### src/bsfc_pkg.sv
// Package: shared types, constants and the unstuffing helper for the frame checker.
`timescale 1ns / 1ps
`default_nettype none

package bsfc_pkg;

    localparam int PATTERN_BITS_DEFAULT = 16;
    localparam int COUNT_BITS_DEFAULT   = 32;
    localparam int RES_FIFO_DEPTH       = 4;

    localparam int START_PATTERN_RESET = 126;
    localparam int START_LEN_RESET     = 8;
    localparam int END_PATTERN_RESET   = 126;
    localparam int END_LEN_RESET       = 8;
    localparam int STUFF_RUN_RESET     = 5;

    localparam int CFG_INDEX_BITS = 3;
    localparam int LEN_BITS       = 5;
    localparam int RUN_BITS       = 4;

    localparam logic [CFG_INDEX_BITS-1:0] REG_START_PATTERN = 3'd0;
    localparam logic [CFG_INDEX_BITS-1:0] REG_START_LEN     = 3'd1;
    localparam logic [CFG_INDEX_BITS-1:0] REG_END_PATTERN   = 3'd2;
    localparam logic [CFG_INDEX_BITS-1:0] REG_END_LEN       = 3'd3;
    localparam logic [CFG_INDEX_BITS-1:0] REG_STUFF_RUN     = 3'd4;

    localparam logic [2:0] VERDICT_COMPLETE = 3'd0;
    localparam logic [2:0] VERDICT_NO_START = 3'd1;
    localparam logic [2:0] VERDICT_NO_END   = 3'd2;
    localparam logic [2:0] VERDICT_EMPTY    = 3'd3;
    localparam logic [2:0] VERDICT_MISMATCH = 3'd4;

    localparam logic RESULT_PAYLOAD = 1'b0;
    localparam logic RESULT_VERDICT = 1'b1;

    typedef struct packed {
        logic       kind;
        logic       pbit;
        logic [2:0] verdict;
        logic       err;
        logic       last;
    } res_t;

    typedef struct packed {
        logic [1:0] cnt;
        res_t       first;
        res_t       second;
    } res_push_t;

    typedef struct packed {
        logic                keep;
        logic                drop;
        logic [RUN_BITS-1:0] ones;
        logic                err;
    } unstuff_t;

    // Pattern length clamped to 1..pb
    function automatic logic [LEN_BITS-1:0] eff_len(input logic [LEN_BITS-1:0] v,
                                                    input int pb);
        logic [LEN_BITS-1:0] r;
        r = v;
        if (v == '0) begin
            r = LEN_BITS'(1);
        end else if ({1'b0, v} > (LEN_BITS+1)'(pb)) begin
            r = LEN_BITS'(pb);
        end
        return r;
    endfunction

    function automatic unstuff_t unstuff(input logic b, input logic drop,
                                         input logic [RUN_BITS-1:0] ones,
                                         input logic [RUN_BITS-1:0] run);
        unstuff_t r;
        r.keep = 1'b1;
        r.drop = drop;
        r.ones = ones;
        r.err  = 1'b0;
        if (drop) begin
            r.keep = 1'b0;
            r.drop = 1'b0;
            r.err  = b;
        end else if (b) begin
            if (ones != '1) begin
                r.ones = ones + RUN_BITS'(1);
            end
            if (run != '0 && r.ones == run) begin
                r.drop = 1'b1;
                r.ones = '0;
            end
        end else begin
            r.ones = '0;
        end
        return r;
    endfunction

endpackage

`default_nettype wire

### src/bsfc_res_fifo.sv
// Result queue: takes up to two results per cycle, hands out one per transaction.
`timescale 1ns / 1ps
`default_nettype none

module bsfc_res_fifo
    import bsfc_pkg::*;
#(
    parameter int DEPTH = RES_FIFO_DEPTH
) (
    input  wire logic      aclk,
    input  wire logic      aresetn,
    input  wire res_push_t push,
    output logic           room,
    output logic           m_valid,
    input  wire logic      m_ready,
    output res_t           m_data
);

    localparam int AW = $clog2(DEPTH);
    localparam int CW = $clog2(DEPTH + 1);

    res_t            mem_reg [DEPTH];
    logic [AW-1:0]   wr_ptr_reg, wr_ptr_next;
    logic [AW-1:0]   rd_ptr_reg, rd_ptr_next;
    logic [CW-1:0]   count_reg, count_next;
    logic            pop;

    assign pop     = m_valid && m_ready;
    assign m_valid = (count_reg != '0);
    assign m_data  = mem_reg[rd_ptr_reg];
    assign room    = (count_reg <= CW'(DEPTH - 2));

    always_comb begin
        wr_ptr_next = wr_ptr_reg + AW'(push.cnt);
        rd_ptr_next = rd_ptr_reg + AW'(pop);
        count_next  = count_reg + CW'(push.cnt) - CW'(pop);
    end

    always_ff @(posedge aclk) begin
        if (!aresetn) begin
            wr_ptr_reg <= '0;
            rd_ptr_reg <= '0;
            count_reg  <= '0;
        end else begin
            wr_ptr_reg <= wr_ptr_next;
            rd_ptr_reg <= rd_ptr_next;
            count_reg  <= count_next;
        end
    end

    always_ff @(posedge aclk) begin
        if (push.cnt != 2'd0) begin
            mem_reg[wr_ptr_reg] <= push.first;
        end
        if (push.cnt == 2'd2) begin
            mem_reg[wr_ptr_reg + AW'(1)] <= push.second;
        end
    end

endmodule

`default_nettype wire

### src/bit_stuffed_frame_checker_core.sv
// Top level: bit-stuffed frame checker (start hunt, header length, payload unstuffing).
`timescale 1ns / 1ps
`default_nettype none

// One received bit is taken per cycle per s_axis transaction. The bit is decoded in the
// cycle it is accepted and its results (an unstuffed payload bit and/or, on tlast, the
// frame verdict) appear on m_axis from the next cycle through a four-entry result queue.
// s_axis_tready drops only when fewer than two queue slots are free, i.e. when m_axis
// is held off; with m_axis always ready the block sustains one bit per cycle. Result
// tuser is 0 for a payload bit, 1 for a verdict (which also carries tlast). The
// configuration channel is always ready; writes should be made while no frame is open.

module bit_stuffed_frame_checker_core
    import bsfc_pkg::*;
#(
    parameter int PATTERN_BITS = PATTERN_BITS_DEFAULT,
    parameter int COUNT_BITS   = COUNT_BITS_DEFAULT
) (
    input  wire logic       aclk,
    input  wire logic       aresetn,
    // s_axis_tdata: [0] in_bit
    input  wire logic       s_axis_tvalid,
    output logic            s_axis_tready,
    input  wire logic [7:0] s_axis_tdata,
    input  wire logic       s_axis_tlast,
    // m_axis_tdata: [0] payload_bit, [3:1] verdict, [4] stuff_error
    output logic            m_axis_tvalid,
    input  wire logic       m_axis_tready,
    output logic [7:0]      m_axis_tdata,
    // m_axis_tuser: [0] result_kind
    output logic            m_axis_tuser,
    output logic            m_axis_tlast,
    input  wire logic       cfg_valid,
    output logic            cfg_ready,
    input  wire logic [CFG_INDEX_BITS-1:0] cfg_index,
    input  wire logic [((PATTERN_BITS > LEN_BITS) ? PATTERN_BITS : LEN_BITS)-1:0] cfg_data
);

    typedef enum logic [2:0] {
        PH_HUNT = 3'b001,
        PH_LEN  = 3'b010,
        PH_PAY  = 3'b100
    } phase_t;

    logic [PATTERN_BITS-1:0] start_pattern_reg, end_pattern_reg;
    logic [LEN_BITS-1:0]     start_len_reg, end_len_reg;
    logic [RUN_BITS-1:0]     stuff_run_reg;

    phase_t                  phase_reg, phase_next;
    logic [PATTERN_BITS-1:0] start_window_reg, start_window_next;
    logic [PATTERN_BITS-1:0] end_window_reg, end_window_next;
    logic [LEN_BITS-1:0]     bits_reg, bits_next;
    logic [COUNT_BITS-1:0]   length_reg, length_next;
    logic                    has_bits_reg, has_bits_next;
    logic [RUN_BITS-1:0]     ones_reg, ones_next;
    logic                    drop_reg, drop_next;
    logic [COUNT_BITS-1:0]   count_reg, count_next;
    logic                    error_reg, error_next;

    logic      accept;
    logic      room;
    res_push_t push;
    res_t      res_out;

    assign accept        = s_axis_tvalid && s_axis_tready;
    assign s_axis_tready = room;
    assign cfg_ready     = 1'b1;

    always_ff @(posedge aclk) begin
        if (!aresetn) begin
            start_pattern_reg <= PATTERN_BITS'(START_PATTERN_RESET);
            start_len_reg     <= LEN_BITS'(START_LEN_RESET);
            end_pattern_reg   <= PATTERN_BITS'(END_PATTERN_RESET);
            end_len_reg       <= LEN_BITS'(END_LEN_RESET);
            stuff_run_reg     <= RUN_BITS'(STUFF_RUN_RESET);
        end else if (cfg_valid && cfg_ready) begin
            unique case (cfg_index)
                REG_START_PATTERN: start_pattern_reg <= cfg_data[PATTERN_BITS-1:0];
                REG_START_LEN:     start_len_reg     <= cfg_data[LEN_BITS-1:0];
                REG_END_PATTERN:   end_pattern_reg   <= cfg_data[PATTERN_BITS-1:0];
                REG_END_LEN:       end_len_reg       <= cfg_data[LEN_BITS-1:0];
                REG_STUFF_RUN:     stuff_run_reg     <= cfg_data[RUN_BITS-1:0];
                default: ;
            endcase
        end
    end

    always_comb begin
        logic [LEN_BITS-1:0]     sl;
        logic [LEN_BITS-1:0]     el;
        logic [PATTERN_BITS-1:0] smask;
        logic [PATTERN_BITS-1:0] emask;
        logic [PATTERN_BITS-1:0] ew_shift;
        logic                    b;
        logic                    old;
        unstuff_t                us;
        res_t                    vres;
        logic [2:0]              vcode;

        sl       = eff_len(start_len_reg, PATTERN_BITS);
        el       = eff_len(end_len_reg, PATTERN_BITS);
        smask    = ~({PATTERN_BITS{1'b1}} << sl);
        emask    = ~({PATTERN_BITS{1'b1}} << el);
        ew_shift = end_window_reg >> (el - LEN_BITS'(1));
        b        = s_axis_tdata[0];
        old      = ew_shift[0];
        us       = '0;
        vres     = '0;
        vcode    = VERDICT_COMPLETE;

        phase_next        = phase_reg;
        start_window_next = start_window_reg;
        end_window_next   = end_window_reg;
        bits_next         = bits_reg;
        length_next       = length_reg;
        has_bits_next     = has_bits_reg;
        ones_next         = ones_reg;
        drop_next         = drop_reg;
        count_next        = count_reg;
        error_next        = error_reg;
        push              = '0;

        if (accept) begin
            unique case (phase_reg)
                PH_HUNT: begin
                    start_window_next = {start_window_reg[PATTERN_BITS-2:0], b};
                    if (bits_reg < sl) begin
                        bits_next = bits_reg + LEN_BITS'(1);
                    end
                    if (bits_next >= sl &&
                        (start_window_next & smask) == (start_pattern_reg & smask)) begin
                        phase_next      = PH_LEN;
                        end_window_next = '0;
                        bits_next       = '0;
                        length_next     = '0;
                        has_bits_next   = 1'b0;
                        ones_next       = '0;
                        drop_next       = 1'b0;
                        count_next      = '0;
                        error_next      = 1'b0;
                    end
                end
                PH_LEN: begin
                    if (bits_reg >= el) begin
                        has_bits_next = 1'b1;
                        us            = unstuff(old, drop_reg, ones_reg, stuff_run_reg);
                        drop_next     = us.drop;
                        ones_next     = us.ones;
                        error_next    = error_reg | us.err;
                        if (us.keep) begin
                            if (length_reg[COUNT_BITS-1]) begin
                                length_next = '1;
                            end else begin
                                length_next = {length_reg[COUNT_BITS-2:0], old};
                            end
                        end
                    end
                    end_window_next = {end_window_reg[PATTERN_BITS-2:0], b};
                    if (bits_reg < el) begin
                        bits_next = bits_reg + LEN_BITS'(1);
                    end
                    if (bits_next >= el &&
                        (end_window_next & emask) == (end_pattern_reg & emask)) begin
                        phase_next = PH_PAY;
                        ones_next  = '0;
                        drop_next  = 1'b0;
                        count_next = '0;
                    end
                end
                PH_PAY: begin
                    if (count_reg != '1) begin
                        count_next = count_reg + COUNT_BITS'(1);
                    end
                    us         = unstuff(b, drop_reg, ones_reg, stuff_run_reg);
                    drop_next  = us.drop;
                    ones_next  = us.ones;
                    error_next = error_reg | us.err;
                    if (us.keep) begin
                        push.cnt         = 2'd1;
                        push.first.kind  = RESULT_PAYLOAD;
                        push.first.pbit  = b;
                        push.first.err   = error_next;
                    end
                end
                default: begin
                    phase_next = PH_HUNT;
                end
            endcase

            if (s_axis_tlast) begin
                priority if (phase_next == PH_HUNT) begin
                    vcode = VERDICT_NO_START;
                end else if (phase_next == PH_LEN) begin
                    vcode = VERDICT_NO_END;
                end else if (!has_bits_next) begin
                    vcode = VERDICT_EMPTY;
                end else if (length_next == '1 || length_next != count_next) begin
                    vcode = VERDICT_MISMATCH;
                end else begin
                    vcode = VERDICT_COMPLETE;
                end
                vres.kind    = RESULT_VERDICT;
                vres.verdict = vcode;
                vres.err     = error_next;
                vres.last    = 1'b1;
                if (push.cnt == 2'd0) begin
                    push.first = vres;
                    push.cnt   = 2'd1;
                end else begin
                    push.second = vres;
                    push.cnt    = 2'd2;
                end

                phase_next        = PH_HUNT;
                start_window_next = '0;
                end_window_next   = '0;
                bits_next         = '0;
                length_next       = '0;
                has_bits_next     = 1'b0;
                ones_next         = '0;
                drop_next         = 1'b0;
                count_next        = '0;
                error_next        = 1'b0;
            end
        end
    end

    always_ff @(posedge aclk) begin
        if (!aresetn) begin
            phase_reg        <= PH_HUNT;
            start_window_reg <= '0;
            end_window_reg   <= '0;
            bits_reg         <= '0;
            length_reg       <= '0;
            has_bits_reg     <= 1'b0;
            ones_reg         <= '0;
            drop_reg         <= 1'b0;
            count_reg        <= '0;
            error_reg        <= 1'b0;
        end else begin
            phase_reg        <= phase_next;
            start_window_reg <= start_window_next;
            end_window_reg   <= end_window_next;
            bits_reg         <= bits_next;
            length_reg       <= length_next;
            has_bits_reg     <= has_bits_next;
            ones_reg         <= ones_next;
            drop_reg         <= drop_next;
            count_reg        <= count_next;
            error_reg        <= error_next;
        end
    end

    bsfc_res_fifo #(
        .DEPTH (RES_FIFO_DEPTH)
    ) u_res_fifo (
        .aclk    (aclk),
        .aresetn (aresetn),
        .push    (push),
        .room    (room),
        .m_valid (m_axis_tvalid),
        .m_ready (m_axis_tready),
        .m_data  (res_out)
    );

    assign m_axis_tdata = {3'b000, res_out.err, res_out.verdict, res_out.pbit};
    assign m_axis_tuser = res_out.kind;
    assign m_axis_tlast = res_out.last;

endmodule

`default_nettype wire

### config.mk
export PLATFORM = sky130hd
export DESIGN_NAME = bit_stuffed_frame_checker_core
export DESIGN_NICKNAME = d
export VERILOG_FILES = /design/src/bsfc_pkg.sv /design/src/bsfc_res_fifo.sv /design/src/bit_stuffed_frame_checker_core.sv
export SDC_FILE = /design/constraint.sdc
export NUM_CORES = 1
export LEC_CHECK = 0
export CAP_MARGIN = 40
export CORE_MARGIN = 2
export CORE_UTILIZATION = 30
export DETAILED_ROUTE_END_ITERATION = 10
export DONT_BUFFER_PORTS = 1
export GPL_TIMING_DRIVEN = 0
export PLACE_DENSITY = 0.51
export SLEW_MARGIN = 10
export SYNTH_ARGS = -nofsm -noshare
export SYNTH_HDL_FRONTEND = slang
export SYNTH_SLANG_ARGS = --single-unit
### constraint.sdc
create_clock -name aclk -period 13 [get_ports aclk]
set_input_delay 1.3 -clock aclk [delete_from_list [all_inputs] [get_ports aclk]]
set_output_delay 1.3 -clock aclk [all_outputs]
set_load 0.01 [all_outputs]
======== Word level (Yosys, flattened, before mapping) ========
Memories as Yosys holds them, arrays and structs flattened. A register that Yosys moved wholly into a read port is not among the register bits.
Index checks and enable logic that the tools add are counted.
storage, ports and cells
  logic and storage cells ................. 203
  memories ................................ 1
  register bits after elaboration ......... 163
  memory bits (writable) .................. 28
operators by class
  equal/unequal tests ..................... 22
  muxes and demuxes ....................... 107
  bitwise gates (word level) .............. 8
  reduce and logical (&&, ||, !) cells .... 27
  $lt $le $gt $ge ......................... 8
  add/subtract/negate cells ............... 9
  shift-type cells ........................ 3
memory list
  name                depth  bits a word  read ports  clocked after Yosys merged registers in  write ports  RTL line             source
  u_res_fifo.mem_reg  4      7            1           1                                        2            bsfc_res_fifo.sv:22  res_t mem_reg [DEPTH];
operator list
  kind                   number
  $mux 32                11
  $pmux 32 s3            1
  $mux 4                 19
  $mux 5                 14
  $and 16x16->16         4
  $mux 16                4
  $pmux 32 s2            1
  $mux 1                 34
  $add 32x1->32 const B  1
  $eq 16x16->1           2
  $eq 32x32->1 const B   1
  $ne 32x32->1           1
  $ne 32x32->1 const B   1
  $not 16->16            2
  $pmux 16 s2            1
  $shl 16x5->16 const A  2
  $mux 15                2
  $mux 3                 10
  $shr 16x5->1           1
  $ge 5x5->1             3
  $mux 7                 2
  $reduce_and 2->1       7
  $eq 3x2->1 const B     4
  $ne 4x4->1 const B     3
  other kinds (34)       53

======== Logic depth before layout (Yosys ltp) ========
Gate-level depths: netlist (run 1).
  depth after elaboration ................. 24
  depth in mapped cells ................... 25
  depth with buffers taken out ............ 23

======== Hierarchy ========
Synthesis (run 1) repeated with hierarchy kept, for this count alone.
unflattened totals
  cells, all modules ...................... 1,539
  area, all modules ....................... 12,333.1 sq um
by module, submodules not included
  module                          seq. area each (sq um)  cells each  area each (sq um)  instances
  bit_stuffed_frame_checker_core  3,123.0                 1,424       10,501.3           1
  bsfc_res_fifo                   980.9                   115         1,831.8            1

======== Worst setup path after synthesis (run 1) ========
No wires, ideal clock.
  path kind ............................... reg-to-reg
  start point ............................. register start_len_reg[1]
  end point ............................... memory u_res_fifo.mem_reg[0][4] in the netlist's numbering (data pin)
  setup slack ............................. 8,320 ps
  setup time .............................. 268 ps
  required time ........................... 12,732 ps
  cell stages (with the launch flop) ...... 25
  arrival ................................. 4,412 ps
  buffers on the path ..................... 2
  cells stage by stage .................... dfxtp_1 -> clkbuf_1 -> nand2_1 -> ha_1 -> o31a_1 -> o21a_1 -> o21ai_0 -> nand2b_1 -> a21oi_1 -> nand2_1 -> xor2_1 -> inv_1 -> ha_1 -> a21o_1 -> a31oi_1 -> o21ai_0 -> nand4_1 -> o21a_1 -> buf_6 -> o31a_2 -> xnor2_1 -> nor4_1 -> nand4_2 -> nor4_4 -> a21oi_1
RTL lines
  element                   RTL line                              source
  start: declaration        bit_stuffed_frame_checker_core.sv:46  logic [LEN_BITS-1:0] start_len_reg, end_len_reg;
  start signal: assignment  bit_stuffed_frame_checker_core.sv:72  start_len_reg <= LEN_BITS'(START_LEN_RESET);
  start signal: assignment  bit_stuffed_frame_checker_core.sv:79  REG_START_LEN: start_len_reg <= cfg_data[LEN_BITS-1:0];
  end: declaration          bsfc_res_fifo.sv:22

==> results.yml, run 1 <==
outcome:
  status: "complete, no violations"
cells_and_area:
  multi_input_area_um2: 7520
  layout-drive-gt1-share: 0.0675
  final_core_util: 0.337
  areaGrowthSynthToFinish_pct: 10.7
  register_area_um2: 3940
  fin_cells: 2111
  finish.net_count: 1639
  fill_cells: 4237
grt:
  overflow: 0
  grtUsageMet2: 0.319
  use_met3: 0.0480
  grt_max_degree: 18
  track_usage: 0.207
  grt_pass1_vias: 11100
  grt_pass1_wl_um: 65800
  met1_usage: 0.276
  antenna_found_initial: 0
  top_usage_layer: "met2"
yosys:
  yosysMostFrequentCell: "nand2_1"
  yosysUniqueCellTypes: 96
  synthesis.instances: 1545
  synth_top_area_cell: "dfxtp_1"
  ys_warn_count: 0
  yosys-top-cells-area: "dfxtp_1 (28%), nand2_1 (6.3%), a21oi_1 (5.1%), edfxtp_1 (5.0%), nor2_1 (4.8%)"
  ys.flop_type: "dfxtp_1"
  synth_edf_count: 20
  ys_async_sr_fraction: 0
  syn_area_um2: 12100
  seq_area_frac_synth: 0.326
  syn_avg_cell_area_um2: 7.83
  yosys_register_bits: 187
  synth.top_cell.area_share: 0.277
  yosys-top-cells-count: "nand2_1 (203), dfxtp_1 (167), nor2_1 (153)"
setup_path:
  r2r-end: "u_res_fifo.mem_reg[1][4]"
  r2r_start: "start_len_reg[1]"
  reg2regPathDepth: 24
  cp_max_fo: 10
  critPathKind: "flop to flop"
  cp_num_buf_inv: 3
  crit_arrival_ns: 6.49
  rrSetupSlack_ns: 6.72
  worstSetupStartpointType: "flop"
  slowest_stage: "o21ai_2"
  cp.required_ns: 13.20
  critPathCaptureType: "flop"
  path_cells: "clkbuf_1 -> nand2_1 -> ha_1 -> o31a_1 -> o21a_1 -> o21ai_0 -> nand2b_1 -> a21oi_1 -> nand2_1 -> xor2_1 -> inv_1 -> ha_1 -> a21o_1 -> a31oi_1 -> o21ai_0 -> nand4_1 -> o21ai_2 -> buf_2 -> o211ai_1 -> a22oi_1 -> xnor2_1 -> nand3_1 -> nor4_4 -> a21oi_1"
  cp_slowest_stage_delay_ns: 0.57
  critPathTopFamily: "compound AO/OA/AOI/OAI gates"
clock_network:
  cts_tree: "yes"
  hold_buffers: 0
  cts.sinks: 187
  clk_path_buf_depth: 2
  htree_levels: 4
  cts_setup_buffers: 0
  root_buffer: "clkbuf_16"
  cts_resized: 0
  clk_pin_slew_worst_paths_ns: 0.08
  cts_buffers: 17
  clock_latency_ns: 0.47
routing:
  final_antenna_net_count: 0
  drc: 0
  drtPass1Iterations: 5
  totalWireLength_um: 42700
  wire_per_inst_um: 20.2
  vias: 11700
  vias_per_cell: 5.53
  drtIter0Drc: 1098
timing:
  tns_ns: 0
  post-route-period-util: 0.483
  finalSetupViolations: 0
  hold_viol: 0
  finClkSkew_ns: 0.0157
  maxSlewHeadroom: 0.418
  rsz0062_at_grt: "no"
  final_max_slew_viol_count: 0
  fmaxAchievable_ghz: 0.159
  worst_pin_slew_ns: 0.868
  fin_crit_ns: 6.28
job:
  maxCapViolCount: 0
hold_path:
  hp-start: "end_window_reg[15]"
  hold_path_depth: 2
  hold_end: "end_window_reg[15]"
  min_path_type: "flop to flop"
pwr:
  power_mw: 1.41
  p_leak_nw: 4.52
  cellPowerDensity_nw_per_um2: 105
  ir_drop_v: 0.0000732
floorplanning:
  die-width_um: 205
  io-pin-count: 46
  core_um2: 39700
  start_util: 0.304
  fp.dieH_um: 205
  dieArea_um2: 41900
  rows: 73
placed_design:
  gp_congestion: 0.954
  io_buffer_count: 0
  dpl.cell_count: 2078
  hpwl_um: 32200
[power breakdown]
group / internal (mW) / switching, mW / leakage [nW]
Clock: 0.266 / 0.258 / 0.279
Sequential: 0.598 / 0.0140 / 1.53
Combinational: 0.0914 / 0.182 / 2.71
Total: 0.955 / 0.454 / 4.52
[cell families after synthesis]
group / synth area share
multiplexers: 0.0359
AND/OR/NAND/NOR: 0.261
XOR/XNOR: 0.0601
AO/OA/AOI/OAI: 0.227
buffers and inverters: 0.0528
other: 0.000621
flip-flops: 0.326
adder cells (fa/ha/maj): 0.0358
[worst register-to-register path: cells and delay by family, from the launching register on]
| kind | cells | cell delay (ns) |
|---|---|---|
| compound gates | 11 | 2.71 |
| simple gates | 6 | 1.06 |
| buf+inv | 3 | 0.88 |
| fa+ha+maj | 2 | 0.60 |
| xor+xnor | 2 | 0.40 |
| flops | 1 | 0.37 |
[per-layer routing]
| metal | share of wire | routed length [um] | vias to the layer above |
|---|---|---|---|
| met2 | 0.44 | 18700 | 430 |
| met5 | 0 | 0 | - |
| met1 | 0.45 | 19100 | 5562 |
| met3 | 0.076 | 3250 | 83 |
| met4 | 0.037 | 1560 | 0 |
| li1 | - | - | 5595 |
[how the worst max path moves through the flow]
stage	cells after the start	end	startpoint
after floorplan	24	u_res_fifo.mem_reg[0][4]	start_len_reg[1]
after global placement	24	u_res_fifo.mem_reg[0][4]	start_len_reg[1]
after detailed placement	24	u_res_fifo.mem_reg[1][4]	start_len_reg[1]
after CTS	24	u_res_fifo.mem_reg[1][4]	start_len_reg[1]
after global routing	24	u_res_fifo.mem_reg[1][4]	start_len_reg[1]
final	24	u_res_fifo.mem_reg[1][4]	start_len_reg[1]
[placed cells by master (no fill, tap or decap), types with 8 or more instances in the layout]
master,n
a211oi_1,10
a21boi_0,21
a21oi_1,124
a22oi_1,60
a31oi_1,20
and2_1,21
and3_1,10
and4_1,11
buf_2,9
buf_4,9
clkbuf_1,78
clkbuf_16,18
dfxtp_1,167
edfxtp_1,20
ha_1,33
inv_1,38
mux2i_1,22
mux4_2,9
nand2_1,203
nand2b_1,9
nand3_1,61
nand4_1,21
nor2_1,153
nor2b_1,50
nor3_1,43
nor4_1,18
o211ai_1,14
o21ai_0,73
o22ai_1,14
o31ai_1,8
or3_1,9
xnor2_1,50
xor2_1,33
[final cells by class]
type / instances / area share
inverter: 40 / 0.0112
buffer: 104 / 0.0365
multi-input combinational: 1216 / 0.562
antenna: 1 / 0.000187
clock inverter: 12 / 0.00767
sequential: 187 / 0.295
clock buffer: 20 / 0.0350
tap: 525 / 0.0491
timing repair buffer: 6 / 0.00365
[through the flow]
step | hold slack [ns] | setup slack (ns) | area [um2]
floorplan | 0.429 | 8.32 | 12100
global route | 0.487 | 6.22 | 13400
detailed placement | 0.456 | 6.88 | 12800
global placement | 0.458 | 6.88 | 12800
finish | 0.466 | 6.72 | 13400
CTS | 0.471 | 6.85 | 13400
No activity file was read; power rests on OpenSTA's default activity.
==> run 2, diff against run 1 <==
- PLACE_DENSITY: 0.51 -> 0.52
- clock period: 13 -> 5.3 ns (I/O delays scaled with it)
==> results.yml, run 2 (synthesis results as in run 1) <==
outcome:
  status: "complete, no violations"
setup_path:
  worstSetupStartpointType: "flop"
  cp_common_cell: "buf_4"
  rrSetupSlack_ns: 0.28
  critPathTopFamily: "compound AO/OA/AOI/OAI gates"
  cp_num_buf_inv: 4
  cp_max_fo: 10
  reg2regPathDepth: 22
  critPathCaptureType: "flop"
  path_cells: "clkinvlp_4 -> nand2_1 -> ha_1 -> a21o_1 -> a21oi_2 -> o21a_1 -> nand4_1 -> xnor2_1 -> ha_1 -> nand2_1 -> a21oi_1 -> a211oi_2 -> buf_4 -> o21ai_2 -> buf_4 -> nand2_4 -> a22oi_2 -> xnor2_1 -> nand4_1 -> nor4_4 -> buf_4 -> a21oi_1"
  cp_slowest_stage_delay_ns: 0.47
  crit_path_start: "end_len_reg[4]"
  r2r-end: "u_res_fifo.mem_reg[0][4]"
  slowest_stage: "dfxtp_1"
  r2r_start: "end_len_reg[4]"
  crit_path_end: "u_res_fifo.mem_reg[0][4]"
  crit_arrival_ns: 5.24
  cp.required_ns: 5.52
  path_depth: 22
  critPathKind: "flop to flop"
timing:
  worst_pin_slew_ns: 0.973
  final_max_slew_viol_count: 0
  finClkSkew_ns: 0.0152
  fmaxAchievable_ghz: 0.199
  finalSetupViolations: 0
  fin_crit_ns: 5.02
  hold_viol: 0
  post-route-period-util: 0.947
  maxSlewHeadroom: 0.349
grt:
  grt_max_degree: 18
  grt_pass1_wl_um: 66400
  grt_pass1_vias: 11200
  antenna_found_initial: 1
  track_usage: 0.207
  use_met3: 0.0488
  grtUsageMet2: 0.319
  top_usage_layer: "met2"
  met1_usage: 0.277
  overflow: 0
pwr:
  p_leak_nw: 4.61
  ir_drop_v: 0.000217
  power_mw: 3.51
  cellPowerDensity_nw_per_um2: 257
placed_design:
  gp_congestion: 0.948
  hpwl_um: 32000
  io_buffer_count: 0
clock_network:
  cts_tree: "yes"
  clock_latency_ns: 0.47
  cts_buffers: 17
  clk_path_buf_depth: 2
  root_buffer: "clkbuf_16"
  cts.sinks: 187
  clk_pin_slew_worst_paths_ns: 0.07
  htree_levels: 4
routing:
  vias_per_cell: 5.54
  drtPass1Iterations: 6
  drtIter0Drc: 990
  vias: 11800
  drc: 0
  totalWireLength_um: 42700
  wire_per_inst_um: 20.1
  final_antenna_net_count: 0
cells_and_area:
  most-common-layout-cells: "nand2_1 (203), dfxtp_1 (166), nor2_1 (151), a21oi_1 (117)"
  final_common_cell: "nand2_1"
  multi_input_area_um2: 7640
  diodes: 0
  finish.net_count: 1651
  layout-drive-gt1-share: 0.0927
  register_area_um2: 3950
  fill_cells: 4201
  final_core_util: 0.343
  areaGrowthSynthToFinish_pct: 12.7
job:
  maxCapViolCount: 0
floorplanning:
  io-pin-count: 46
  core_um2: 39700
  rows: 73
  start_util: 0.304
  die-width_um: 205
  dieArea_um2: 41900
  fp.dieH_um: 205
hold_path:
  min_path_type: "input pin to flop"
[run 2: cell types whose count changed in the layout (fill, tap and decap cells not counted), sizes merged]
cell / before / now
bufinv: 0 / 1
clkinv: 7 / 2
inv: 44 / 45
clkbuf: 101 / 98
buf: 29 / 43
diode: 1 / 0
clkinvlp: 1 / 5
[run 2: final cells by class]
type,count,share of cell area
well taps,525,0.0482
multi-input cells,1216,0.561
inverters,40,0.0116
plain buffers,102,0.0365
repair buffers,20,0.0118
clock buffers,19,0.0325
flip-flops and latches,187,0.290
clock inverters,13,0.00937
[run 2: how the worst min path moves through the flow]
stage,startpoint,endpoint,slack [ns],cells past startpoint
after floorplan,end_window_reg[15],end_window_reg[15],0.43,2
after global placement,end_window_reg[15],end_window_reg[15],0.45,2
after detailed placement,start_pattern_reg[12],start_pattern_reg[12],0.46,2
after CTS,cfg_data[4],end_pattern_reg[4],0.17,2
after global routing,cfg_data[3],start_pattern_reg[3],0.18,2
final,cfg_data[4],end_pattern_reg[4],0.18,2
[run 2: where the power goes]
part	total [mW]	switching, mW	internal, mW
Combinational	0.705	0.461	0.244
Sequential	1.50	0.0348	1.47
Clock	1.30	0.631	0.670
Total	3.51	1.13	2.38
[run 2: repair_timing]
action / CTS / global route
resized for setup: 9 / 32
hold endpoints to repair: 0 / 0
buffers inserted: 4 / 10
hold buffers: 0 / 0
pin swaps: 4 / 7
endpoints found under the setup margin: 57 / 56
[run 2: per-layer routing]
layer  vias up  wire, um
li1       5634         -
met1      5557     19300
met2       475     18700
met3        95      3200
met4         0      1480
met5         -         0
[run 2: stage by stage]
stage                     area, um2  setup TNS, ns  hold slack, ns  std cells  setup slack, ns
after floorplan               12100              0           0.429       1547            0.620
after global placement        12800         -12.51           0.455       2072           -0.561
after detailed placement      12800          -9.26           0.464       2077           -0.645
after CTS                     13400              0           0.169       2112           0.0268
after global routing          13600        -0.0366           0.176       2122          -0.0228
final                         13600              0           0.181       2122            0.280
